`src/hdl/knn4_ram.sv`:
```
// Generic single-write, single-read RAM with registered read data.
module knn4_ram #(
  parameter int WIDTH = 8,
  parameter int DEPTH = 16
) (
  input  logic                     clk,
  input  logic                     we,
  input  logic [$clog2(DEPTH)-1:0] waddr,
  input  logic [WIDTH-1:0]         wdata,
  input  logic [$clog2(DEPTH)-1:0] raddr,
  output logic [WIDTH-1:0]         rdata
);

  logic [WIDTH-1:0] mem [DEPTH];
  logic [WIDTH-1:0] rdata_r;

  always_ff @(posedge clk) begin
    if (we) begin
      mem[waddr] <= wdata;
    end
    rdata_r <= mem[raddr];
  end

  assign rdata = rdata_r;

endmodule

```
`config.mk`:
```
export PLATFORM = sky130hd
export DESIGN_NAME = knn4_ram
export DESIGN_NICKNAME = d
export VERILOG_FILES = /design/src/hdl/knn4_ram.sv
export SDC_FILE = /design/constraint.sdc
export NUM_CORES = 1
export LEC_CHECK = 0
export ABC_CLOCK_PERIOD_IN_PS = 3630
export BUFFER_PORTS_ARGS = -buffer_cell sky130_fd_sc_hd__buf_4
export CAP_MARGIN = 0
export CORE_MARGIN = 5
export CORE_UTILIZATION = 55
export CTS_BUF_LIST = sky130_fd_sc_hd__clkbuf_4
export CTS_CLUSTER_DIAMETER = 120
export DETAILED_ROUTE_END_ITERATION = 10
export PLACE_DENSITY_LB_ADDON = 0.15
export SKIP_CTS_REPAIR_TIMING = 1
export SKIP_LAST_GASP = 1
export SLEW_MARGIN = 30
export SYNTH_ARGS = -nofsm -noshare
export SYNTH_HDL_FRONTEND = slang
export SYNTH_SLANG_ARGS = --single-unit
```
`constraint.sdc`:
```
create_clock -name clk -period 3.63 [get_ports clk]
set_clock_uncertainty 0.15 [all_clocks]
set_input_delay 0 -clock clk [delete_from_list [all_inputs] [get_ports clk]]
set_output_delay 0 -clock clk [all_outputs]
set_load 0.03 [all_outputs]
```
==> metrics.md <==
| Metric | Value |
|---|---|
| Status | `finished, final reports clean` |
| CP Max Fanout | `5` |
| DP Worst Slack | `~1.8 ns` |
| Global route overflow | `0` |
| DPL Wire Length | `between 5000 and 6000 um` |
| I/O pin count | `26` |
| Fin crit period | `approximately 2.8 ns` |
| Worst-path clk slew | `~0.13 ns` |
| Worst-path cell chain | `dlygate4sd3_1 > buf_4 > nor2_1 > dlygate4sd3_1 > a22oi_1 > dlygate4sd3_1 > nand2_1 > dlygate4sd3_1` |
| Die Wd | `around 110 um` |
| H-tree Lvls | `4` |
| Worst min path class | `in2reg` |
| Vias in the first global route | `approximately 2.4k` |
| Synth area leaders | `edfxtp_1, mux4_2, mux4_1` |
| Die Span Y | `roughly 110 um` |
| Max-cap violations | `0` |
| Worst path top cell family by delay | `buffers and inverters` |
| Worst-Margin Slew | `~0.98 ns` |
| Post-DR vias/cell | `around 5.9` |
| Skew-Pair Late Insertion Delay | `about 0.5 ns` |
| Via Count | `~2.4k` |
| Crit path launch type | `input pin` |
| Worst-case vdd ir drop | `~220 uV` |
| Final hold violation count | `0` |
| Slowest library cell on the worst path | `dlygate4sd3_1` |
| Mapped Area | `between 5000 and 6000 um2` |
| CP max stage delay | `approximately 0.80 ns` |
| Switching share of total power | `21.6%` |
| Clock share of power | `35.6%` |
| Mapped Avg Cell Area | `between 20 and 25 um2` |
| RSZ-0062 raised after global routing | `false` |
| Logic pwr share | `between 6 and 7%` |
| Critical path class | `in2reg` |
| Pins over their slew limit | `0` |
| Crit-path most repeated cell | `dlygate4sd3_1` |
| Fmax | `approximately 350 MHz` |
| First-pass iteration count of the detailed router | `4` |
| Yosys reg bits | `between 100 and 150` |
| Ys Warns | `0` |
| Pwr Density | `513 nW/um2` |
| Static leakage | `roughly 2 nW` |
| Fin nets | `304` |
| GRT Total Usage | `18.0%` |
| Crit path buffers/inverters | `5` |
| Core ar. | `around 9000 um2` |
| Tcrit/Tclk final | `between 70% and 80%` |
| Setup crit end kind | `flop` |
| DRT antenna net count | `0` |
| Crit path DAT | `3.15 ns` |
| Internal | `around 2.4 mW` |
| CTS tree | `built` |
| WP data required | `roughly 4.0 ns` |
| Post-route DRC | `0` |
| Largest net degree at the start of global routing | `33` |
| Post-Synthesis Cells | `about 230` |
| Synth area leader | `edfxtp_1` |
| # clock sinks | `between 100 and 150` |
| Net Sw Power | `about 660 uW` |
| Slew margin rel. | `around 35%` |
| Setup TNS | `0 ns` |
| Avg WL per Cell | `~23 um` |
| Iteration-0 DRC Markers | `about 150` |
| Total nets after synthesis | `roughly 250` |
| Clock tree buffer depth | `2` |
| Post-synth cell types | `19` |
| Routability cong. | `0.703` |
| TritonCTS Buffers | `17` |
| Global-route wire length before repair | `roughly 14000 um` |
| Final Setup Violations | `0` |
| # rows | `35` |
| Seq/Total Area, Yosys | `around 78%` |
| Initial antenna violation count | `0` |
| Layout area overhead | `15.6%` |
| Top cell type's share of synthesized area | `between 70% and 80%` |
| ANT cells | `0` |
| Die area | `11400 um2` |
| Root Driver | `clkbuf_4` |
| Routed wire length | `approximately 9500 um` |
| Power share of the sequential group | `roughly 58%` |
| Initial Util | `56.0%` |
| Port Buf Inserts | `25` |
| Setup slack after layout | `between 0.7 and 0.8 ns` |
| Layout cells sized above 1 | `a little over a quarter` |
power by group through the flow:
stage	logic (mW)	clock network (mW)	registers (mW)
floorplan	0.0891	0	1.82
CTS	0.185	1.11	1.76
finish	0.200	1.09	1.76
global route	0.218	1.19	1.77
detailed placement	0.185	0	1.80
global placement	0.183	0	1.80
layout by cell type (no fill, tap or decap):
| master | count |
|---|---|
| a22oi_1 | 16 |
| and2_1 | 1 |
| and2b_1 | 1 |
| buf_4 | 28 |
| bufinv_16 | 4 |
| clkbuf_4 | 17 |
| clkinv_2 | 3 |
| clkinv_4 | 2 |
| clkinvlp_4 | 4 |
| dfxtp_1 | 8 |
| dlygate4sd3_1 | 20 |
| edfxtp_1 | 128 |
| inv_6 | 2 |
| mux4_1 | 14 |
| mux4_2 | 18 |
| nand2_1 | 9 |
| nand2b_1 | 2 |
| nand3_1 | 1 |
| nand3b_1 | 2 |
| nor2_1 | 11 |
| nor2_2 | 2 |
| nor2b_1 | 1 |
| nor3_1 | 3 |
| nor3_2 | 1 |
| or3b_2 | 1 |
metal layers:
metal	track usage (%)	part of all wire, %	wire (um)	vias up
li1	-	-	-	1094
met1	26.0	43	4140	1240
met2	27.3	50	4770	72
met3	5.60	5.9	559	4
met4	4.66	0.54	51	0
met5	0	0	0	-
stage by stage:
step                      hold slack, ns  instances  instance area (um2)  util, %  power, mW
after floorplan                  -0.0511        229                 5150        -       1.91
after global placement             0.161        358                 5420     58.9       1.98
after detailed placement           0.165        358                 5420     58.9       1.98
after CTS                         -0.402        390                 5740     62.4       3.06
after global routing              0.0223        410                 5950     64.7       3.17
final                             0.0263        410                 5950     64.7       3.05
logic make-up after synthesis:
logic type / count (synthesis) / share of synthesized area, %
simple gates: 35 / 3.18
mux: 32 / 15.0
buf+inv: 10 / 1.68
flops: 136 / 77.8
compound gates: 16 / 2.33
Yosys cell counts:
library cell / number
buf_2: 3
nor3_1: 4
dfxtp_1: 8
nand2_1: 9
and2b_1: 1
nor2_1: 13
or3b_2: 1
nor2b_1: 1
mux4_1: 14
buf_4: 1
nand3b_1: 2
buf_6: 3
clkdlybuf4s25_2: 3
nand3_1: 1
and2_1: 1
nand2b_1: 2
edfxtp_1: 128
a22oi_1: 16
mux4_2: 18
area by class of cell:
type,instances,area [um2]
clock buffer,17,128
clock inverter,15,200
fill,606,3250
multi-input combinational,83,1070
sequential,136,4000
tap,111,139
timing repair buffer,48,410
worst reg2reg max path: stages (launching register included):
cell and delay [ns]:
edfxtp_1 0.39, mux4_2 0.48, a22oi_1 0.19, dlygate4sd3_1 0.57, nand2_1 0.05, dlygate4sd3_1 0.55
flip-flops by register name (all words and copies together) (netlist names):
register and cells:
mem 128, rdata 8
worst paths after layout:
path / cells past startpoint / slack [ns] / endpoint / from
min reg2reg: 3 / 0.53 / rdata[5] / mem[15][5]
max: 8 / 0.80 / rdata[4] / raddr[2]
min: 4 / 0.03 / rdata[5] / raddr[1]
max reg2reg: 5 / 1.18 / rdata[4] / mem[2][4]
Note: power is estimated with default switching activity, not from simulation.
