## src/hdl/knn4_pkg.sv

```systemverilog
// Shared types, widths and codes for the four-nearest-neighbor weighting block.
package knn4_pkg;

  // Sizing
  localparam int MAX_JOINTS = 1024;
  localparam int COORD_BITS = 24;
  localparam int KEEP       = 4;
  localparam int IDX_W      = $clog2(MAX_JOINTS);
  localparam int CNT_W      = $clog2(MAX_JOINTS + 1);
  localparam int DIFF_W     = COORD_BITS + 1;
  localparam int SQ_W       = 2 * DIFF_W;
  localparam int RT_W       = DIFF_W;
  localparam int OFF_W      = 16;
  localparam int E_W        = ((RT_W > OFF_W) ? RT_W : OFF_W) + 1;
  localparam int E2_W       = 2 * E_W;
  localparam int INV_W      = 61;
  localparam int SUM_W      = INV_W + 2;
  localparam int WGT_W      = 16;
  localparam int SQRT_STEPS = SQ_W / 2;
  localparam int STEP_W     = $clog2(INV_W);
  localparam int JOINT_W    = 3 * COORD_BITS;

  // Configuration port
  localparam int          ADDR_W       = 3;
  localparam int          DATA_W       = 32;
  localparam logic        REG_SMOOTH   = 1'b0;
  localparam logic [15:0] OFFSET_RESET = 16'd51;

  // Function codes
  localparam logic [1:0] FUNC_CLEAR  = 2'd0;
  localparam logic [1:0] FUNC_APPEND = 2'd1;
  localparam logic [1:0] FUNC_QUERY  = 2'd2;
  localparam logic [1:0] FUNC_NOP    = 2'd3;

  // Status codes
  localparam logic [1:0] ST_OK   = 2'd0;
  localparam logic [1:0] ST_FEW  = 2'd1;
  localparam logic [1:0] ST_FULL = 2'd2;

  typedef struct packed {
    logic [1:0]                   func;
    logic signed [COORD_BITS-1:0] coord_x;
    logic signed [COORD_BITS-1:0] coord_y;
    logic signed [COORD_BITS-1:0] coord_z;
  } knn4_in_t;

  typedef struct packed {
    logic [1:0]       status;
    logic [IDX_W-1:0] near_index_0;
    logic [IDX_W-1:0] near_index_1;
    logic [IDX_W-1:0] near_index_2;
    logic [IDX_W-1:0] near_index_3;
    logic [WGT_W-1:0] weight_0;
    logic [WGT_W-1:0] weight_1;
    logic [WGT_W-1:0] weight_2;
    logic [WGT_W-1:0] weight_3;
  } knn4_out_t;

  typedef struct packed {
    logic signed [COORD_BITS-1:0] x;
    logic signed [COORD_BITS-1:0] y;
    logic signed [COORD_BITS-1:0] z;
  } knn4_joint_t;

  // One scored candidate leaving the distance pipeline
  typedef struct packed {
    logic             valid;
    logic [IDX_W-1:0] idx;
    logic [SQ_W-1:0]  sq;
  } knn4_cand_t;

  // Current best four, nearest first
  typedef struct packed {
    logic [2:0]                  cnt;
    logic [KEEP-1:0][SQ_W-1:0]   key;
    logic [KEEP-1:0][IDX_W-1:0]  idx;
  } knn4_rank_t;

  // Weight unit result
  typedef struct packed {
    logic                        done;
    logic [KEEP-1:0][WGT_W-1:0]  wgt;
  } knn4_wres_t;

endpackage

```

## src/hdl/knn4_dist.sv

```systemverilog
// Three-stage squared-distance pipeline: differences, squares, sum.
module knn4_dist (
  input  logic                       clk,
  input  logic                       rst_n,
  input  logic                       in_valid,
  input  logic [knn4_pkg::IDX_W-1:0] in_idx,
  input  knn4_pkg::knn4_joint_t      joint,
  input  knn4_pkg::knn4_joint_t      query,
  output knn4_pkg::knn4_cand_t       cand
);

  localparam int DW = knn4_pkg::DIFF_W;

  logic                       v1_r, v2_r, v3_r;
  logic [knn4_pkg::IDX_W-1:0] i1_r, i2_r, i3_r;
  logic [DW-1:0]              dx_r, dy_r, dz_r;
  logic [2*DW-1:0]            sx_r, sy_r, sz_r;
  logic [knn4_pkg::SQ_W-1:0]  sq_r;
  logic signed [DW-1:0]       ex, ey, ez;

  // signed differences, one bit wider than the coordinates
  always_comb begin
    ex = DW'(joint.x) - DW'(query.x);
    ey = DW'(joint.y) - DW'(query.y);
    ez = DW'(joint.z) - DW'(query.z);
  end

  // valid tracking
  always_ff @(posedge clk) begin
    if (!rst_n) begin
      v1_r <= 1'b0;
      v2_r <= 1'b0;
      v3_r <= 1'b0;
    end else begin
      v1_r <= in_valid;
      v2_r <= v1_r;
      v3_r <= v2_r;
    end
  end

  // payload stages
  always_ff @(posedge clk) begin
    i1_r <= in_idx;
    dx_r <= ex[DW-1] ? DW'(-ex) : DW'(ex);
    dy_r <= ey[DW-1] ? DW'(-ey) : DW'(ey);
    dz_r <= ez[DW-1] ? DW'(-ez) : DW'(ez);
    i2_r <= i1_r;
    sx_r <= dx_r * dx_r;
    sy_r <= dy_r * dy_r;
    sz_r <= dz_r * dz_r;
    i3_r <= i2_r;
    sq_r <= knn4_pkg::SQ_W'(sx_r + sy_r + sz_r);
  end

  assign cand.valid = v3_r;
  assign cand.idx   = i3_r;
  assign cand.sq    = sq_r;

endmodule

```

## config.mk

```make
export PLATFORM = sky130hd
export DESIGN_NAME = knn4_dist
export DESIGN_NICKNAME = d
export VERILOG_FILES = /design/src/hdl/knn4_pkg.sv /design/src/hdl/knn4_dist.sv
export SDC_FILE = /design/constraint.sdc
export NUM_CORES = 2
export LEC_CHECK = 0
export BUFFER_PORTS_ARGS = -buffer_cell sky130_fd_sc_hd__buf_2
export CAP_MARGIN = 20
export CELL_PAD_IN_SITES_DETAIL_PLACEMENT = 1
export CELL_PAD_IN_SITES_GLOBAL_PLACEMENT = 2
export CORE_MARGIN = 2
export CORE_UTILIZATION = 45
export CTS_CLUSTER_DIAMETER = 30
export DETAILED_ROUTE_END_ITERATION = 16
export GPL_ROUTABILITY_DRIVEN = 0
export PLACE_DENSITY_LB_ADDON = 0.12
export REMOVE_ABC_BUFFERS = 1
export SYNTH_ARGS = -nofsm -noshare
export SYNTH_HDL_FRONTEND = slang
export SYNTH_SLANG_ARGS = --single-unit
export TNS_END_PERCENT = 10
```

## constraint.sdc

```tcl
create_clock -name clk -period 16.8 [get_ports clk]
set_input_delay 3.36 -clock clk [delete_from_list [all_inputs] [get_ports clk]]
set_output_delay 3.36 -clock clk [all_outputs]
set_load 0.05 [all_outputs]
```

==> impl_results.md <==
* Synthesized flop and latch total at 305
* Hold path startpoint: i2_r[7]$_DFF_P_
* Via Count at 49,200
* 1st-iter DRT viols at 1,850
* Min cycle time layout at 8.42 ns
* Synth Area per Inst at 9.16 um^2
* HP Class: reg -> reg
* Placed insts at 9,605
* Nature of the critical path endpoint: flop
* Post-synthesis mux area share at 0.141%
* Post-CTS resize count at 0
* Data arrival, critical path at 8.99 ns
* Crit path max fanout at 23
* Wirelength, routed at 192 mm
* CP dominant cell by count: fa_1
* Netlist cell types at 107
* Clock Skews at 0.0428 ns
* Most frequent cells in the layout: inv_1, fa_1, ha_1
* Layout area overhead at 9.17%
* Sequential share of the synthesized area at 8.93%
* Core Region at 151,000 um^2
* GRT overflow at 0
* Worst flop-to-flop path startpoint: dy_r[2]$_DFF_P_
* CP startpoint: dy_r[2]$_DFF_P_
* Initial DRT Pass Iterations at 4
* Largest net degree at the start of global routing at 30
* First-pass GRT wire length at 312 mm
* DIE AREA at 155,000 um^2
* Hold WS at 0.321 ns
* Area share of and/or/nand/nor cells after synthesis at 11.0%
* Clock sinks at 305
* CP Buf/Inv Count at 6
* CTS Root Cell: clkbuf_16
* # nets final at 9,949
* Post-Layout Cell Count at 9,746
* Worst setup SP type: flop
* Rows at 143
* # fillers at 17,600
* H-tree depth at 3
* CP max stage cell: a211oi_1
* Cell family with most CP delay: adder cells
* Io pins at 218
* DR WL/cell at 19.7 um
* All-Layer GR Usage at 25.6%
* Worst R2R Path Depth at 26
* DIE HEIGHT at 394 um
* Adder-Cell Fraction of Synth Area at 55.1%
* Min-Delay Path Depth at 0
* Layout cells sized above 1 at 6.42%
* Seq. cell area at 6110 um^2
* Most common cell after layout, fill and taps aside: inv_1
* Vias in the first global route at 56,800
* Gate Count Post-Synth at 7,468
* Type of the worst setup path: reg -> reg
* Cts hold-fix bufs at 0
* Worst path depth at 26
* Post-synth EDFFs at 0
* Mapped cell area at 68,400 um^2
* Synth Flop Type: dfxtp_1
* Fmax at 119 MHz
* Vias per cell at 5.05
* Initial antenna violation count at 3
* CTS tree: done
* HPWL Detailed at 161 mm
* Buffers on Ports at 217
* Final setup fails at 0
* Multi-input logic area at 53,500 um^2
* Slew @ Worst Pin at 0.916 ns
* Unrepaired setup endpoints after global routing: no
* Number of remaining DRC errors at 0
* Largest family of logic cells by synthesized area: adder cells
* WP data required at 17.37 ns
* Clock buffer depth at 3
* Slowest cell delay on critical path at 0.60 ns
* Postcts setup bufs at 0
* Die W at 394 um
* Max Transition Viols Final at 0
* Slew margin rel. at 38.5%
* Antenna-violating nets left at 0
* Crit share post-route at 50.1%
* Post-synthesis async set-or-reset flop share at 0%
* Initial core utilization at 45.2%
* Maxcap violations at 0
* Setup TNS at 0 ns
* Status: finished clean
* Synth Area in XOR/XNOR at 4.29%
* Synth warn at 0
* Worst-skew pair later-pin latency at 0.66 ns
* Compound-Gate Fraction of Synth Area at 7.75%
* Cts bufs inserted at 76
* Final Hold Viols at 0
* CTS clk-pin slew, worst paths at 0.05 ns
==> synthesized netlist by cell type (all sizes together), types with 121 or more instances <==
cell / count / area (um^2)
dfxtp: 305 / 6110
o21ai: 150 / 754
nand2: 610 / 2290
a21o: 140 / 1060
nor2: 233 / 882
a21oi: 259 / 1310
xor2: 121 / 1070
inv: 2138 / 8030
ha: 689 / 8620
fa: 1450 / 29000
clkbuf: 177 / 664
xnor2: 213 / 1870
and2: 371 / 2320
==> sequential cells by signal, summed over array words and instances, names as in the netlist <==
| register | flops |
|---|---|
| sx_r | 49 |
| i1_r | 10 |
| dz_r | 25 |
| i2_r | 10 |
| i3_r | 10 |
| v1_r | 1 |
| v2_r | 1 |
| sq_r | 50 |
| sy_r | 49 |
| v3_r | 1 |
| dy_r | 25 |
| dx_r | 25 |
| sz_r | 49 |
==> logic make-up after synthesis <==
group | count (synthesis)
flip-flops | 305
AND/OR/NAND/NOR | 1536
other | 1
AO/OA/AOI/OAI | 813
buffers and inverters | 2331
adder cells (fa/ha/maj) | 2139
XOR/XNOR | 334
multiplexers | 9
==> through the flow <==
stage / cell area [um^2] / util (%) / setup slack [ns]
global route: 74600 / 49.3 / 8.10
global placement: 71900 / 47.5 / 8.68
finish: 74600 / 49.3 / 8.38
floorplan: 67600 / - / 9.70
detailed placement: 71900 / 47.5 / 8.53
CTS: 74600 / 49.3 / 8.37
==> path summary, 6_finish.rpt <==
| check | end | slack (ns) |
|---|---|---|
| setup / recovery | sy_r[47]$_DFF_P_ | 8.38 |
| setup reg to reg | sy_r[47]$_DFF_P_ | 8.38 |
| hold reg to reg | i3_r[7]$_DFF_P_ | 0.32 |
| hold / removal | i3_r[7]$_DFF_P_ | 0.32 |
==> layer usage <==
metal  vias up  part of all wire, %  global-route usage (%)  wire length (um)
li1      22600                    -                       -                 -
met4         2                  2.3                    6.07              4500
met2       624                   51                    45.9             98000
met5         -               0.0068                       0                13
met1     25800                   44                    33.4             84300
met3       215                  2.6                    2.15              5000
==> layout make-up <==
type / instances / share of cell area (%)
tap: 2030 / 3.40
multi-input combinational: 4834 / 71.7
antenna: 2 / 0.00670
clock inverter: 53 / 0.994
timing repair buffer: 297 / 2.29
sequential: 305 / 8.18
clock buffer: 86 / 2.69
inverter: 2139 / 10.8
Power is left out: the tool's default activity adds up to more than one toggle a clock period on the data nets, which glitch-free logic cannot reach.
