`src/hdl/knn4_pkg.sv`:
```
// Shared types, widths and codes for the four-nearest-neighbor weighting block.
package knn4_pkg;

  // Sizing
  localparam int MAX_JOINTS = 1024;
  localparam int COORD_BITS = 24;
  localparam int KEEP       = 4;
  localparam int IDX_W      = $clog2(MAX_JOINTS);
  localparam int CNT_W      = $clog2(MAX_JOINTS + 1);
  localparam int DIFF_W     = COORD_BITS + 1;
  localparam int SQ_W       = 2 * DIFF_W;
  localparam int RT_W       = DIFF_W;
  localparam int OFF_W      = 16;
  localparam int E_W        = ((RT_W > OFF_W) ? RT_W : OFF_W) + 1;
  localparam int E2_W       = 2 * E_W;
  localparam int INV_W      = 61;
  localparam int SUM_W      = INV_W + 2;
  localparam int WGT_W      = 16;
  localparam int SQRT_STEPS = SQ_W / 2;
  localparam int STEP_W     = $clog2(INV_W);
  localparam int JOINT_W    = 3 * COORD_BITS;

  // Configuration port
  localparam int          ADDR_W       = 3;
  localparam int          DATA_W       = 32;
  localparam logic        REG_SMOOTH   = 1'b0;
  localparam logic [15:0] OFFSET_RESET = 16'd51;

  // Function codes
  localparam logic [1:0] FUNC_CLEAR  = 2'd0;
  localparam logic [1:0] FUNC_APPEND = 2'd1;
  localparam logic [1:0] FUNC_QUERY  = 2'd2;
  localparam logic [1:0] FUNC_NOP    = 2'd3;

  // Status codes
  localparam logic [1:0] ST_OK   = 2'd0;
  localparam logic [1:0] ST_FEW  = 2'd1;
  localparam logic [1:0] ST_FULL = 2'd2;

  typedef struct packed {
    logic [1:0]                   func;
    logic signed [COORD_BITS-1:0] coord_x;
    logic signed [COORD_BITS-1:0] coord_y;
    logic signed [COORD_BITS-1:0] coord_z;
  } knn4_in_t;

  typedef struct packed {
    logic [1:0]       status;
    logic [IDX_W-1:0] near_index_0;
    logic [IDX_W-1:0] near_index_1;
    logic [IDX_W-1:0] near_index_2;
    logic [IDX_W-1:0] near_index_3;
    logic [WGT_W-1:0] weight_0;
    logic [WGT_W-1:0] weight_1;
    logic [WGT_W-1:0] weight_2;
    logic [WGT_W-1:0] weight_3;
  } knn4_out_t;

  typedef struct packed {
    logic signed [COORD_BITS-1:0] x;
    logic signed [COORD_BITS-1:0] y;
    logic signed [COORD_BITS-1:0] z;
  } knn4_joint_t;

  // One scored candidate leaving the distance pipeline
  typedef struct packed {
    logic             valid;
    logic [IDX_W-1:0] idx;
    logic [SQ_W-1:0]  sq;
  } knn4_cand_t;

  // Current best four, nearest first
  typedef struct packed {
    logic [2:0]                  cnt;
    logic [KEEP-1:0][SQ_W-1:0]   key;
    logic [KEEP-1:0][IDX_W-1:0]  idx;
  } knn4_rank_t;

  // Weight unit result
  typedef struct packed {
    logic                        done;
    logic [KEEP-1:0][WGT_W-1:0]  wgt;
  } knn4_wres_t;

endpackage

```
`src/hdl/knn4_rank.sv`:
```
// Sorted list of the four nearest candidates, updated by insertion.
module knn4_rank (
  input  logic                 clk,
  input  logic                 rst_n,
  input  logic                 clr,
  input  knn4_pkg::knn4_cand_t cand,
  output knn4_pkg::knn4_rank_t rank
);

  localparam int K = knn4_pkg::KEEP;

  logic [2:0]                            cnt_r, cnt_nxt;
  logic [K-1:0][knn4_pkg::SQ_W-1:0]      key_r, key_nxt;
  logic [K-1:0][knn4_pkg::IDX_W-1:0]     idx_r, idx_nxt;
  logic [2:0]                            pos;
  logic                                  enter;

  // insertion point: new entry goes ahead of equal keys
  always_comb begin
    pos   = 3'd0;
    enter = cand.valid && ((cnt_r < 3'(K)) || (cand.sq < key_r[K-1]));
    for (int m = 0; m < K; m++) begin
      if ((3'(m) < cnt_r) && (key_r[m] < cand.sq)) begin
        pos = pos + 3'd1;
      end
    end
    key_nxt = key_r;
    idx_nxt = idx_r;
    cnt_nxt = cnt_r;
    if (enter) begin
      for (int m = 0; m < K; m++) begin
        if (3'(m) == pos) begin
          key_nxt[m] = cand.sq;
          idx_nxt[m] = cand.idx;
        end else if (3'(m) > pos) begin
          key_nxt[m] = key_r[(m == 0) ? 0 : m - 1];
          idx_nxt[m] = idx_r[(m == 0) ? 0 : m - 1];
        end
      end
      if (cnt_r < 3'(K)) begin
        cnt_nxt = cnt_r + 3'd1;
      end
    end
  end

  always_ff @(posedge clk) begin
    if (!rst_n || clr) begin
      cnt_r <= 3'd0;
      key_r <= '0;
      idx_r <= '0;
    end else begin
      cnt_r <= cnt_nxt;
      key_r <= key_nxt;
      idx_r <= idx_nxt;
    end
  end

  assign rank.cnt = cnt_r;
  assign rank.key = key_r;
  assign rank.idx = idx_r;

endmodule

```
`config.mk`:
```
export PLATFORM = sky130hd
export DESIGN_NAME = knn4_rank
export DESIGN_NICKNAME = d
export VERILOG_FILES = /design/src/hdl/knn4_pkg.sv /design/src/hdl/knn4_rank.sv
export SDC_FILE = /design/constraint.sdc
export NUM_CORES = 1
export LEC_CHECK = 0
export ABC_AREA = 1
export ABC_CLOCK_PERIOD_IN_PS = 8700
export BUFFER_PORTS_ARGS = -buffer_cell sky130_fd_sc_hd__buf_2
export CAP_MARGIN = 10
export CORE_MARGIN = 1
export CORE_UTILIZATION = 45
export CTS_CLUSTER_DIAMETER = 200
export CTS_CLUSTER_SIZE = 16
export DETAILED_ROUTE_END_ITERATION = 8
export PLACE_DENSITY = 0.67
export SLEW_MARGIN = 15
export SYNTH_ARGS = -nofsm -noshare
export SYNTH_HDL_FRONTEND = slang
export SYNTH_SLANG_ARGS = --single-unit
```
`constraint.sdc`:
```
create_clock -name clk -period 8.7 [get_ports clk]
set_input_delay 1.74 -clock clk [delete_from_list [all_inputs] [get_ports clk]]
set_output_delay 1.74 -clock clk [all_outputs]
set_load 0.01 [all_outputs]
```
==> impl_metrics.toml <==
[die]
die_y_um = 194.2
start_util_pct = 45.53
std_cell_rows = 70
dieArea_sq_um = 37730
die_w_um = 194.2
ioPinCount = 307
fp.coreArea_sq_um = 36520

[drt]
drtIter0Drc = 1293
ant_nets = 0
routed_via_density = 5.308
drt_wl_total_um = 57390
post_drt_wl_per_cell_um = 17.40
drc = 0
drt_pass1_iterations = 6
vias = 17512

[clocking]
clk_pin_slew_worst_paths_ns = 0.07
hold_buffers = 0
cts_root_buf = "clkbuf_16"
cts_made_buffers = 19
cts_sinks = 243
cts_tree = "done"
clk_path_buf_depth = 3
clock_latency_ns = 0.51
post_cts_resize_count = 0
cts_setup_buffers = 0
h-tree-depth = 1

[power_and_ir_drop]
vdd_drop_max_uv = 113.6
power_leakage_nw = 10.51
power-per-cell-area_nw_per_um2 = 140.3

[place]
hpwl_um = 40240
io_buffer_count = 306
dpl_cell_area_sq_um = 18330
gp_congestion = 0.8694

[sta]
rsz0062_at_grt = "false"
fmax_mhz = 154.0
tns_ns = 0
hold_viol = 0
fin_crit_ns = 6.495
setup_viol = 0
worst_slew_margin_rel_pct = 29.89
min_period_over_period_pct = 74.65
tightest_slew_ns = 1.052
fin_skew_ns = 0.02027
slew_viol_final = 0

[logic_synthesis]
synth_top_family_by_area = "simple AND/OR/NAND/NOR gates"
ys.flop_type = "dfxtp_1"
syn_nets = 2877
synth-compound-area-share_pct = 11.11
synthTopCellsByArea = "dfxtp_1, nand2_1, ha_1, inv_1, nor2_1"
synthArstFlopShare_pct = 0
syn-cell-area_sq_um = 16630
synth.distinct_cells = 40
synth_cells = 2610
ys_warn_count = 0
syn_area_per_cell_sq_um = 6.372
netlist.area_leader.share_pct = 29.25
yosys.area_share.simple_pct = 33.59
synth_mux_area_share_pct = 0
synth_fa_ha_area_share_pct = 15.27
yosys_register_bits = 243
synth_xor_area_share_pct = 0
ys_seq_area_share_pct = 29.25
synth.largest_area_cell = "dfxtp_1"
synth_edf_count = 0

[critical_path]
cp_slowest_stage_delay_ns = 0.50
cp.required_ns = 9.14
cp_slowest_cell = "nand2_2"
crit_cells = 30
startpoint_type = "primary input"
critPathArrivalTime_ns = 6.93
path_class = "primary input to flop"
end_kind = "flop"
reg2reg_depth = 28
crit_buf_inv = 6
cp_top_family = "simple AND/OR/NAND/NOR gates"
path_common_cell = "nand2_1"
crit_fanout = 52

[job]
drv_cap = 0

[global_routing]
grt_pass1_wl_um = 90950
overflow = 0
grtUsageTotal_pct = 29.95
grt_pass1_vias = 16529
grt_max_degree = 100
antenna_found_initial = 3

[run_status]
status = "completed"

[cells_and_area]
area_growth_pct = 13.20
n_fill_cell = 3695
layout-drive-gt1-share_pct = 13.58
finalNetCount = 3096
design_area_sq_um = 18830

[hold_path]
hold_class = "flop to flop"
hold_depth = 2
-- flip-flops by register name (all words and copies together), names as in the netlist --
| register | cells |
|---|---|
| cnt_r | 3 |
| rank | 240 |
-- Yosys cell counts, types with 4 or more instances --
master / count
buf_6: 5
or2_2: 6
nor2_1: 301
nand4_1: 75
nor3_1: 14
o21a_1: 8
nand2_1: 862
a211oi_1: 7
o21ai_0: 124
dfxtp_1: 243
clkbuf_1: 59
ha_1: 203
inv_2: 8
buf_4: 6
a21o_1: 7
inv_1: 304
o221ai_1: 4
buf_2: 59
nand3_1: 93
a21oi_1: 186
nand2_2: 7
-- stage by stage --
stage	setup WS [ns]	hold slack (ns)	cells	power, mW	utilization, %
global placement	1.867	0.5126	3276	1.823	50.18
CTS	2.220	0.5169	3296	2.656	51.52
global route	1.555	0.5418	3298	2.787	51.54
finish	2.205	0.5184	3299	2.642	51.54
floorplan	3.729	0.5217	2610	1.633	-
detailed placement	1.683	0.5059	3276	1.838	50.18
-- final timing paths --
kind         endpoint     start  slack [ns]
max          rank[99]   cand[3]        2.21
max reg2reg  rank[99]  rank[93]        3.35
min          rank[26]  rank[26]        0.52
min reg2reg  rank[26]  rank[26]        0.52
-- worst register-to-register path: cells and delay by family, from the launching register on --
kind	cells	cell delay, ns
adder cells (fa/ha/maj)	3	0.75
AND/OR/NAND/NOR	17	2.81
buffers and inverters	4	0.68
AO/OA/AOI/OAI	4	0.65
flip-flops	1	0.41
-- per-layer routing --
metal	global-route usage [%]	routed length, um	up-vias
li1	-	-	8729
met1	39.34	25110	8027
met2	49.67	26080	650
met3	4.870	4338	106
met4	10.23	1856	0
met5	0	0	-
-- report_power, final --
part           total, mW  switching (mW)  internal, mW
Sequential          1.22          0.0562          1.16
Clock              0.823           0.432         0.392
Combinational      0.601           0.404         0.197
-- logic make-up after synthesis --
| kind of cell | after synthesis |
|---|---|
| flip-flops | 243 |
| AND/OR/NAND/NOR | 1373 |
| AO/OA/AOI/OAI | 349 |
| adder cells (fa/ha/maj) | 203 |
| buffers and inverters | 442 |
-- layout make-up --
| cell class | instances | area (sq um) | area share [%] |
|---|---|---|---|
| sequential | 243 | 4865 | 25.84 |
| inverter | 312 | 1172 | 6.228 |
| clock buffer | 19 | 475.5 | 2.526 |
| clock inverter | 1 | 16.27 | 0.08640 |
| tap | 468 | 585.6 | 3.110 |
| antenna | 3 | 7.507 | 0.03988 |
| timing repair buffer | 328 | 1709 | 9.079 |
| multi-input combinational | 1925 | 9995 | 53.09 |
-- layout by cell type, fill, tap and decap left out, types with 3 or more instances in the layout --
| cell type | synthesis | layout |
|---|---|---|
| a211oi_1 | 7 | 7 |
| a21o_1 | 7 | 7 |
| dfxtp_1 | 243 | 243 |
| o221ai_1 | 4 | 4 |
| o21ai_0 | 124 | 124 |
| buf_4 | 6 | 21 |
| o21a_1 | 8 | 8 |
| buf_2 | 59 | 306 |
| nor2_1 | 301 | 300 |
| nor3_1 | 14 | 14 |
| ha_1 | 203 | 203 |
| clkbuf_16 | 0 | 19 |
| nand2_1 | 862 | 859 |
| nand3_1 | 93 | 93 |
| o21ai_1 | 3 | 3 |
| nand4_1 | 75 | 75 |
| a21boi_0 | 3 | 3 |
| inv_2 | 8 | 8 |
| diode_2 | 0 | 3 |
| a21oi_1 | 186 | 186 |
| or2_2 | 6 | 7 |
| nand2_2 | 7 | 10 |
| inv_1 | 304 | 303 |
No activity file was read; power rests on OpenSTA's default activity.
