[src/hdl/knn4_pkg.sv]
// Shared types, widths and codes for the four-nearest-neighbor weighting block.
package knn4_pkg;

  // Sizing
  localparam int MAX_JOINTS = 1024;
  localparam int COORD_BITS = 24;
  localparam int KEEP       = 4;
  localparam int IDX_W      = $clog2(MAX_JOINTS);
  localparam int CNT_W      = $clog2(MAX_JOINTS + 1);
  localparam int DIFF_W     = COORD_BITS + 1;
  localparam int SQ_W       = 2 * DIFF_W;
  localparam int RT_W       = DIFF_W;
  localparam int OFF_W      = 16;
  localparam int E_W        = ((RT_W > OFF_W) ? RT_W : OFF_W) + 1;
  localparam int E2_W       = 2 * E_W;
  localparam int INV_W      = 61;
  localparam int SUM_W      = INV_W + 2;
  localparam int WGT_W      = 16;
  localparam int SQRT_STEPS = SQ_W / 2;
  localparam int STEP_W     = $clog2(INV_W);
  localparam int JOINT_W    = 3 * COORD_BITS;

  // Configuration port
  localparam int          ADDR_W       = 3;
  localparam int          DATA_W       = 32;
  localparam logic        REG_SMOOTH   = 1'b0;
  localparam logic [15:0] OFFSET_RESET = 16'd51;

  // Function codes
  localparam logic [1:0] FUNC_CLEAR  = 2'd0;
  localparam logic [1:0] FUNC_APPEND = 2'd1;
  localparam logic [1:0] FUNC_QUERY  = 2'd2;
  localparam logic [1:0] FUNC_NOP    = 2'd3;

  // Status codes
  localparam logic [1:0] ST_OK   = 2'd0;
  localparam logic [1:0] ST_FEW  = 2'd1;
  localparam logic [1:0] ST_FULL = 2'd2;

  typedef struct packed {
    logic [1:0]                   func;
    logic signed [COORD_BITS-1:0] coord_x;
    logic signed [COORD_BITS-1:0] coord_y;
    logic signed [COORD_BITS-1:0] coord_z;
  } knn4_in_t;

  typedef struct packed {
    logic [1:0]       status;
    logic [IDX_W-1:0] near_index_0;
    logic [IDX_W-1:0] near_index_1;
    logic [IDX_W-1:0] near_index_2;
    logic [IDX_W-1:0] near_index_3;
    logic [WGT_W-1:0] weight_0;
    logic [WGT_W-1:0] weight_1;
    logic [WGT_W-1:0] weight_2;
    logic [WGT_W-1:0] weight_3;
  } knn4_out_t;

  typedef struct packed {
    logic signed [COORD_BITS-1:0] x;
    logic signed [COORD_BITS-1:0] y;
    logic signed [COORD_BITS-1:0] z;
  } knn4_joint_t;

  // One scored candidate leaving the distance pipeline
  typedef struct packed {
    logic             valid;
    logic [IDX_W-1:0] idx;
    logic [SQ_W-1:0]  sq;
  } knn4_cand_t;

  // Current best four, nearest first
  typedef struct packed {
    logic [2:0]                  cnt;
    logic [KEEP-1:0][SQ_W-1:0]   key;
    logic [KEEP-1:0][IDX_W-1:0]  idx;
  } knn4_rank_t;

  // Weight unit result
  typedef struct packed {
    logic                        done;
    logic [KEEP-1:0][WGT_W-1:0]  wgt;
  } knn4_wres_t;

endpackage

[src/hdl/knn4_wgt.sv]
// Sequential weight unit: root, inverse square, sum and normalizing fraction.
module knn4_wgt (
  input  logic                        clk,
  input  logic                        rst_n,
  input  logic                        start,
  input  knn4_pkg::knn4_rank_t        rank,
  input  logic [knn4_pkg::OFF_W-1:0]  offset,
  output knn4_pkg::knn4_wres_t        wres
);

  localparam int K    = knn4_pkg::KEEP;
  localparam int SQW  = knn4_pkg::SQ_W;
  localparam int EW   = knn4_pkg::E_W;
  localparam int E2W  = knn4_pkg::E2_W;
  localparam int IW   = knn4_pkg::INV_W;
  localparam int SW   = knn4_pkg::SUM_W;
  localparam int FW   = knn4_pkg::SUM_W + 1;
  localparam int WW   = knn4_pkg::WGT_W;
  localparam int STW  = knn4_pkg::STEP_W;

  localparam logic [3:0] W_IDLE = 4'd0;
  localparam logic [3:0] W_LOAD = 4'd1;
  localparam logic [3:0] W_SQRT = 4'd2;
  localparam logic [3:0] W_E    = 4'd3;
  localparam logic [3:0] W_SQ   = 4'd4;
  localparam logic [3:0] W_DIV  = 4'd5;
  localparam logic [3:0] W_ACC  = 4'd6;
  localparam logic [3:0] W_FRAC = 4'd7;
  localparam logic [3:0] W_FDIV = 4'd8;
  localparam logic [3:0] W_DONE = 4'd9;

  logic [3:0]                  state_r;
  logic [2:0]                  k_r, cnt_r;
  logic [STW-1:0]              step_r;
  logic [K-1:0][SQW-1:0]       key_r;
  logic [knn4_pkg::OFF_W-1:0]  off_r;
  logic [SQW-1:0]              n_r, res_r, bit_r;
  logic [EW-1:0]               e_r;
  logic [E2W-1:0]              e2_r, rem_r;
  logic [IW-1:0]               q_r;
  logic [K-1:0][IW-1:0]        inv_r;
  logic [SW-1:0]               sum_r;
  logic [FW-1:0]               frem_r;
  logic [WW-1:0]               fq_r;
  logic [K-1:0][WW-1:0]        wgt_r;
  logic                        done_r;

  logic [SQW:0]                trial;
  logic [E2W:0]                rem_sh;
  logic [E2W-1:0]              e2_full;
  logic [FW-1:0]               frem_sh;
  logic [FW-1:0]               sum_ext;

  always_comb begin
    trial   = {1'b0, res_r} + {1'b0, bit_r};
    rem_sh  = {rem_r, (step_r == '0)};
    e2_full = e_r * e_r;
    frem_sh = {frem_r[FW-2:0], 1'b0};
    sum_ext = FW'(sum_r);
  end

  // control
  always_ff @(posedge clk) begin
    if (!rst_n) begin
      state_r <= W_IDLE;
      done_r  <= 1'b0;
    end else begin
      done_r <= 1'b0;
      unique case (state_r)
        W_IDLE: if (start) state_r <= W_LOAD;
        W_LOAD: state_r <= (k_r == cnt_r) ? W_FRAC : W_SQRT;
        W_SQRT: if (step_r == STW'(knn4_pkg::SQRT_STEPS - 1)) state_r <= W_E;
        W_E:    state_r <= W_SQ;
        W_SQ:   state_r <= W_DIV;
        W_DIV:  if (step_r == STW'(IW - 1)) state_r <= W_ACC;
        W_ACC:  state_r <= W_LOAD;
        W_FRAC: begin
          if (k_r == 3'(K)) begin
            state_r <= W_DONE;
          end else if ((k_r < cnt_r) && (sum_r != '0) && (SW'(inv_r[k_r[1:0]]) < sum_r)) begin
            state_r <= W_FDIV;
          end
        end
        W_FDIV: if (step_r == STW'(WW - 1)) state_r <= W_FRAC;
        W_DONE: begin
          done_r  <= 1'b1;
          state_r <= W_IDLE;
        end
        default: state_r <= W_IDLE;
      endcase
    end
  end

  // datapath
  always_ff @(posedge clk) begin
    case (state_r)
      W_IDLE: begin
        cnt_r <= rank.cnt;
        key_r <= rank.key;
        off_r <= offset;
        k_r   <= 3'd0;
        sum_r <= '0;
      end
      W_LOAD: begin
        if (k_r == cnt_r) begin
          k_r <= 3'd0;
        end
        n_r    <= key_r[k_r[1:0]];
        res_r  <= '0;
        bit_r  <= SQW'(1) << (2 * (knn4_pkg::SQRT_STEPS - 1));
        step_r <= '0;
      end
      // one root digit per cycle
      W_SQRT: begin
        if ({1'b0, n_r} >= trial) begin
          n_r   <= n_r - trial[SQW-1:0];
          res_r <= (res_r >> 1) + bit_r;
        end else begin
          res_r <= res_r >> 1;
        end
        bit_r  <= bit_r >> 2;
        step_r <= step_r + 1'b1;
      end
      W_E: e_r <= EW'(res_r[knn4_pkg::RT_W-1:0]) + EW'(off_r);
      W_SQ: begin
        e2_r   <= (e2_full == '0) ? E2W'(1) : e2_full;
        rem_r  <= '0;
        q_r    <= '0;
        step_r <= '0;
      end
      // restoring division of 2^60 by e^2, one quotient bit per cycle
      W_DIV: begin
        if (rem_sh >= {1'b0, e2_r}) begin
          rem_r <= E2W'(rem_sh - {1'b0, e2_r});
          q_r   <= {q_r[IW-2:0], 1'b1};
        end else begin
          rem_r <= rem_sh[E2W-1:0];
          q_r   <= {q_r[IW-2:0], 1'b0};
        end
        step_r <= step_r + 1'b1;
      end
      W_ACC: begin
        inv_r[k_r[1:0]] <= q_r;
        sum_r           <= sum_r + SW'(q_r);
        k_r             <= k_r + 3'd1;
      end
      // pick the weight for slot k, or start its fraction
      W_FRAC: begin
        if (k_r != 3'(K)) begin
          frem_r <= FW'(inv_r[k_r[1:0]]);
          fq_r   <= '0;
          step_r <= '0;
          if ((k_r >= cnt_r) || (sum_r == '0)) begin
            wgt_r[k_r[1:0]] <= '0;
            k_r             <= k_r + 3'd1;
          end else if (SW'(inv_r[k_r[1:0]]) >= sum_r) begin
            wgt_r[k_r[1:0]] <= '1;
            k_r             <= k_r + 3'd1;
          end
        end
      end
      W_FDIV: begin
        if (frem_sh >= sum_ext) begin
          frem_r <= frem_sh - sum_ext;
          fq_r   <= {fq_r[WW-2:0], 1'b1};
        end else begin
          frem_r <= frem_sh;
          fq_r   <= {fq_r[WW-2:0], 1'b0};
        end
        step_r <= step_r + 1'b1;
        if (step_r == STW'(WW - 1)) begin
          wgt_r[k_r[1:0]] <= {fq_r[WW-2:0], (frem_sh >= sum_ext)};
          k_r             <= k_r + 3'd1;
        end
      end
      default: ;
    endcase
  end

  assign wres.done = done_r;
  assign wres.wgt  = wgt_r;

endmodule
[config.mk]
export PLATFORM = sky130hd
export DESIGN_NAME = knn4_wgt
export DESIGN_NICKNAME = d
export VERILOG_FILES = /design/src/hdl/knn4_pkg.sv /design/src/hdl/knn4_wgt.sv
export SDC_FILE = /design/constraint.sdc
export NUM_CORES = 2
export LEC_CHECK = 0
export BUFFER_PORTS_ARGS = -buffer_cell sky130_fd_sc_hd__buf_4
export CAP_MARGIN = 20
export CORE_ASPECT_RATIO = 1.1
export CORE_MARGIN = 2
export CORE_UTILIZATION = 25
export DETAILED_ROUTE_END_ITERATION = 8
export GPL_TIMING_DRIVEN = 0
export PLACE_DENSITY = 0.35
export SYNTH_ARGS = -nofsm -noshare
export SYNTH_HDL_FRONTEND = slang
export SYNTH_SLANG_ARGS = --single-unit
[constraint.sdc]
create_clock -name clk -period 19.75 [get_ports clk]
set_input_delay 3.95 -clock clk [delete_from_list [all_inputs] [get_ports clk]]
set_output_delay 3.95 -clock clk [all_outputs]
set_load 0.02 [all_outputs]
==> impl_metrics.toml <==
[run_status]
run_status = "complete, no violations"

[grt]
grtUsageTotal = 0.1678
grt_max_degree = 111
vias_in_the_first_global_route = 58440
grt_antenna_before_repair = 19
grt_pass1_wl_mm = 389.0
grt_total_ovfl = 0

[synthesis]
synth_nets = 8498
synth.area.top_cells = "sky130_fd_sc_hd__edfxtp_1 (39%), sky130_fd_sc_hd__fa_1 (14%), sky130_fd_sc_hd__ha_1 (9.1%)"
postSynthAreaPerCell_um2 = 10.69
synth-async-reset-ratio = 0
postSynthRegisterBits = 997
synth-edff-count = 992
yosysWarnings = 0
synth_most_common_cell = "sky130_fd_sc_hd__edfxtp_1"
yosysUniqueCellTypes = 90
synth_ff_type = "sky130_fd_sc_hd__edfxtp_1"
netlist_area_mm2 = 0.07645
post_synth_most_frequent_cells = "sky130_fd_sc_hd__edfxtp_1 (992), sky130_fd_sc_hd__inv_1 (941), sky130_fd_sc_hd__nand2_1 (626)"
synth_top_cell_by_area = "sky130_fd_sc_hd__edfxtp_1"
synth.yosys.seq_area_share = 0.3909
netlist_instances = 7150
synthDominantCellAreaShare = 0.3896

[clock_network]
htree_num_levels = 4
max-clock-path-buffers = 4
cts_hold_buffers = 0
cts_root_cell = "sky130_fd_sc_hd__clkbuf_16"
cts_num_sinks = 997
post_cts_resize_count = 0
cts_tree = "built"
worst_setup_hold_path_clk_slew_ns = 0.06
cts_setup_buffers = 0
cts_made_buffers = 139
clk_latency_ns = 0.83

[die]
placementRows = 212
floorplan.die_area_mm2 = 0.3103
initial_core_util = 0.2517
core-area_mm2 = 0.3037
die_y_um = 584
design.portCount = 327
die_width_um = 531.3

[sta]
final.setup.tns_ns = 0
fin_worst_skew_ns = 0.06516
slew_headroom = 0.1105
period_minus_slack_ns = 10.18
hold_viol_final = 0
setup_viol = 0
smallest_hold_slack_ns = 0.5211
drv_slew = 0
unrepaired_setup_endpoints_after_global_routing = "no"
max_clock_freq_mhz = 98.22
final_clock_period_utilization_by_the_worst_path = 0.5155
max_slew.worst_pin.slew_ns = 1.317

[worst_setup_path]
critical-path-top-delay-family = "adder cells"
regToRegStartpoint = "e_r[5]"
biggest_cell_delay_along_the_critical_path_ns = 0.74
worst_ep_required_time_ns = 20.37
reg2reg_slack_ns = 9.57
reg2regPathDepth = 28
timing.setup.critical_path_class = "reg -> reg"
critical_path_buf_inv_count = 7
crit_arrival_ns = 10.80
start_kind = "flip-flop"
reg2reg_to = "e2_r[0]"
critical_path.endpoint_type = "flip-flop"
cpMaxStageDelayCell = "sky130_fd_sc_hd__clkbuf_1"
cp_max_fo = 10
worst_path_most_repeated_cell = "sky130_fd_sc_hd__fa_1"

[min_path]
holdPathEnd = "fq_r[2]"
cell_depth_of_the_worst_hold_path = 2
hold_path_class = "reg -> reg"
worst_hold_startpoint = "fq_r[1]"

[place]
placement.io_buffers = 286
dp_hpwl_mm = 203.6
gpl.final_weighted_congestion = 0.8346

[route]
detail_route.iter0.violations = 3146
routed_via_density = 4.625
routedWlPerCell_um = 22.01
drc = 0
routed_wl_mm = 259.7
first_pass_detailed_route_iteration_total = 5
ant_nets = 0
detailroute.via_count = 54580

[final_layout]
layout.nets = 8971
flow.area_growth_from_synthesis_pct = 16.65
drive_gt1_frac = 0.09591

[run]
cap_viol_max_count = 0
## layout make-up
cell class | instances | area (µm²)
inverter | 943 | 3547
tap | 4066 | 5087
clock buffer | 172 | 3666
timing repair buffer | 332 | 2962
sequential | 997 | 29890
fill | 31770 | 214500
multi-input combinational | 4911 | 41960
clock inverter | 72 | 882.1
buffer | 299 | 1170
antenna | 8 | 20.02
## worst register-to-register path, delay by kind of cell, from the launching register on
kind | cells | cell delay (ns)
adders and majority gates | 8 | 4.12
DFF | 1 | 0.31
xor gates and xnor gates | 1 | 0.16
AOI/OAI and AO/OA | 5 | 1.47
and+or+nand+nor | 7 | 2.20
buffers and inverters | 7 | 1.78
## per-stage QoR
stage	instance area [µm²]	std cells	utilization	worst slack, ns
5_1_grt	89170	11800	0.2936	9.138
6_report	89190	11800	0.2936	9.569
3_5_place_dp	84610	11550	0.2786	9.444
3_3_place_gp	83690	11500	0.2756	7.479
2_1_floorplan	76450	7150	-	12.07
4_1_cts	89160	11790	0.2936	9.447
## state kept, by name, summed over array words and instances, names as in the netlist, 4 cells and up, named ones only
| signal | flops |
|---|---|
| state_r | 4 |
| sum_r | 63 |
| res_r | 50 |
| rem_r | 52 |
| e2_r | 51 |
| step_r | 6 |
| inv_r | 244 |
| off_r | 16 |
| n_r | 50 |
| q_r | 61 |
| e_r | 26 |
| fq_r | 15 |
| key_r | 200 |
| bit_r | 25 |
| frem_r | 63 |
## kinds of logic (layout without fill, tap and decap cells)
group,count (synthesis),count (layout),share of synthesized area
other,0,8,0
muxes,152,152,0.03811
AOI/OAI and AO/OA,1381,1381,0.1153
xor gates and xnor gates,361,361,0.04136
buffers and inverters,1242,1818,0.06150
adders and majority gates,1086,1086,0.2295
DFF,997,997,0.3909
and+or+nand+nor,1931,1931,0.1233
## per-layer routing
layer / track usage / routed length [µm] / vias to the layer above
met2: 0.2782 / 122000 / 1014
met4: 0.03908 / 6174 / 4
li1: - / - / 25970
met1: 0.2311 / 121300 / 27310
met5: 0 / 17 / -
met3: 0.02165 / 10260 / 280
## worst max path at each step
stage	startpoint	end	slack, ns	cells after the start
CTS	e_r[5]	e2_r[0]	9.45	28
detailed placement	e_r[5]	e2_r[0]	9.44	28
global placement	res_r[4]	n_r[7]	7.48	24
finish	e_r[5]	e2_r[0]	9.57	28
floorplan	e_r[11]	e2_r[0]	12.07	29
global route	e_r[5]	e2_r[0]	9.14	28
## layout by cell type, fill, tap and decap left out, drive strengths merged, types with 16 or more instances in the layout
cell type	n
nand4	87
o31ai	30
nor2b	70
and3	150
o211ai	23
a21o	242
edfxtp	992
buf	377
clkbuf	426
a21oi	369
ha	559
bufinv	18
and2	245
nand2	627
or3	21
nand3	102
inv	948
xor2	171
fa	527
xnor2	190
a31oi	116
nor3	67
a211oi	57
nand2b	46
mux4	111
nor2	404
and4	18
nor4	37
or2	16
o21bai	59
o21ai	289
mux2i	38
clkinv	41
o21a	46
Power is not shown: default switching activity piles up to over one toggle a cycle in this logic, so the estimate is an artifact.
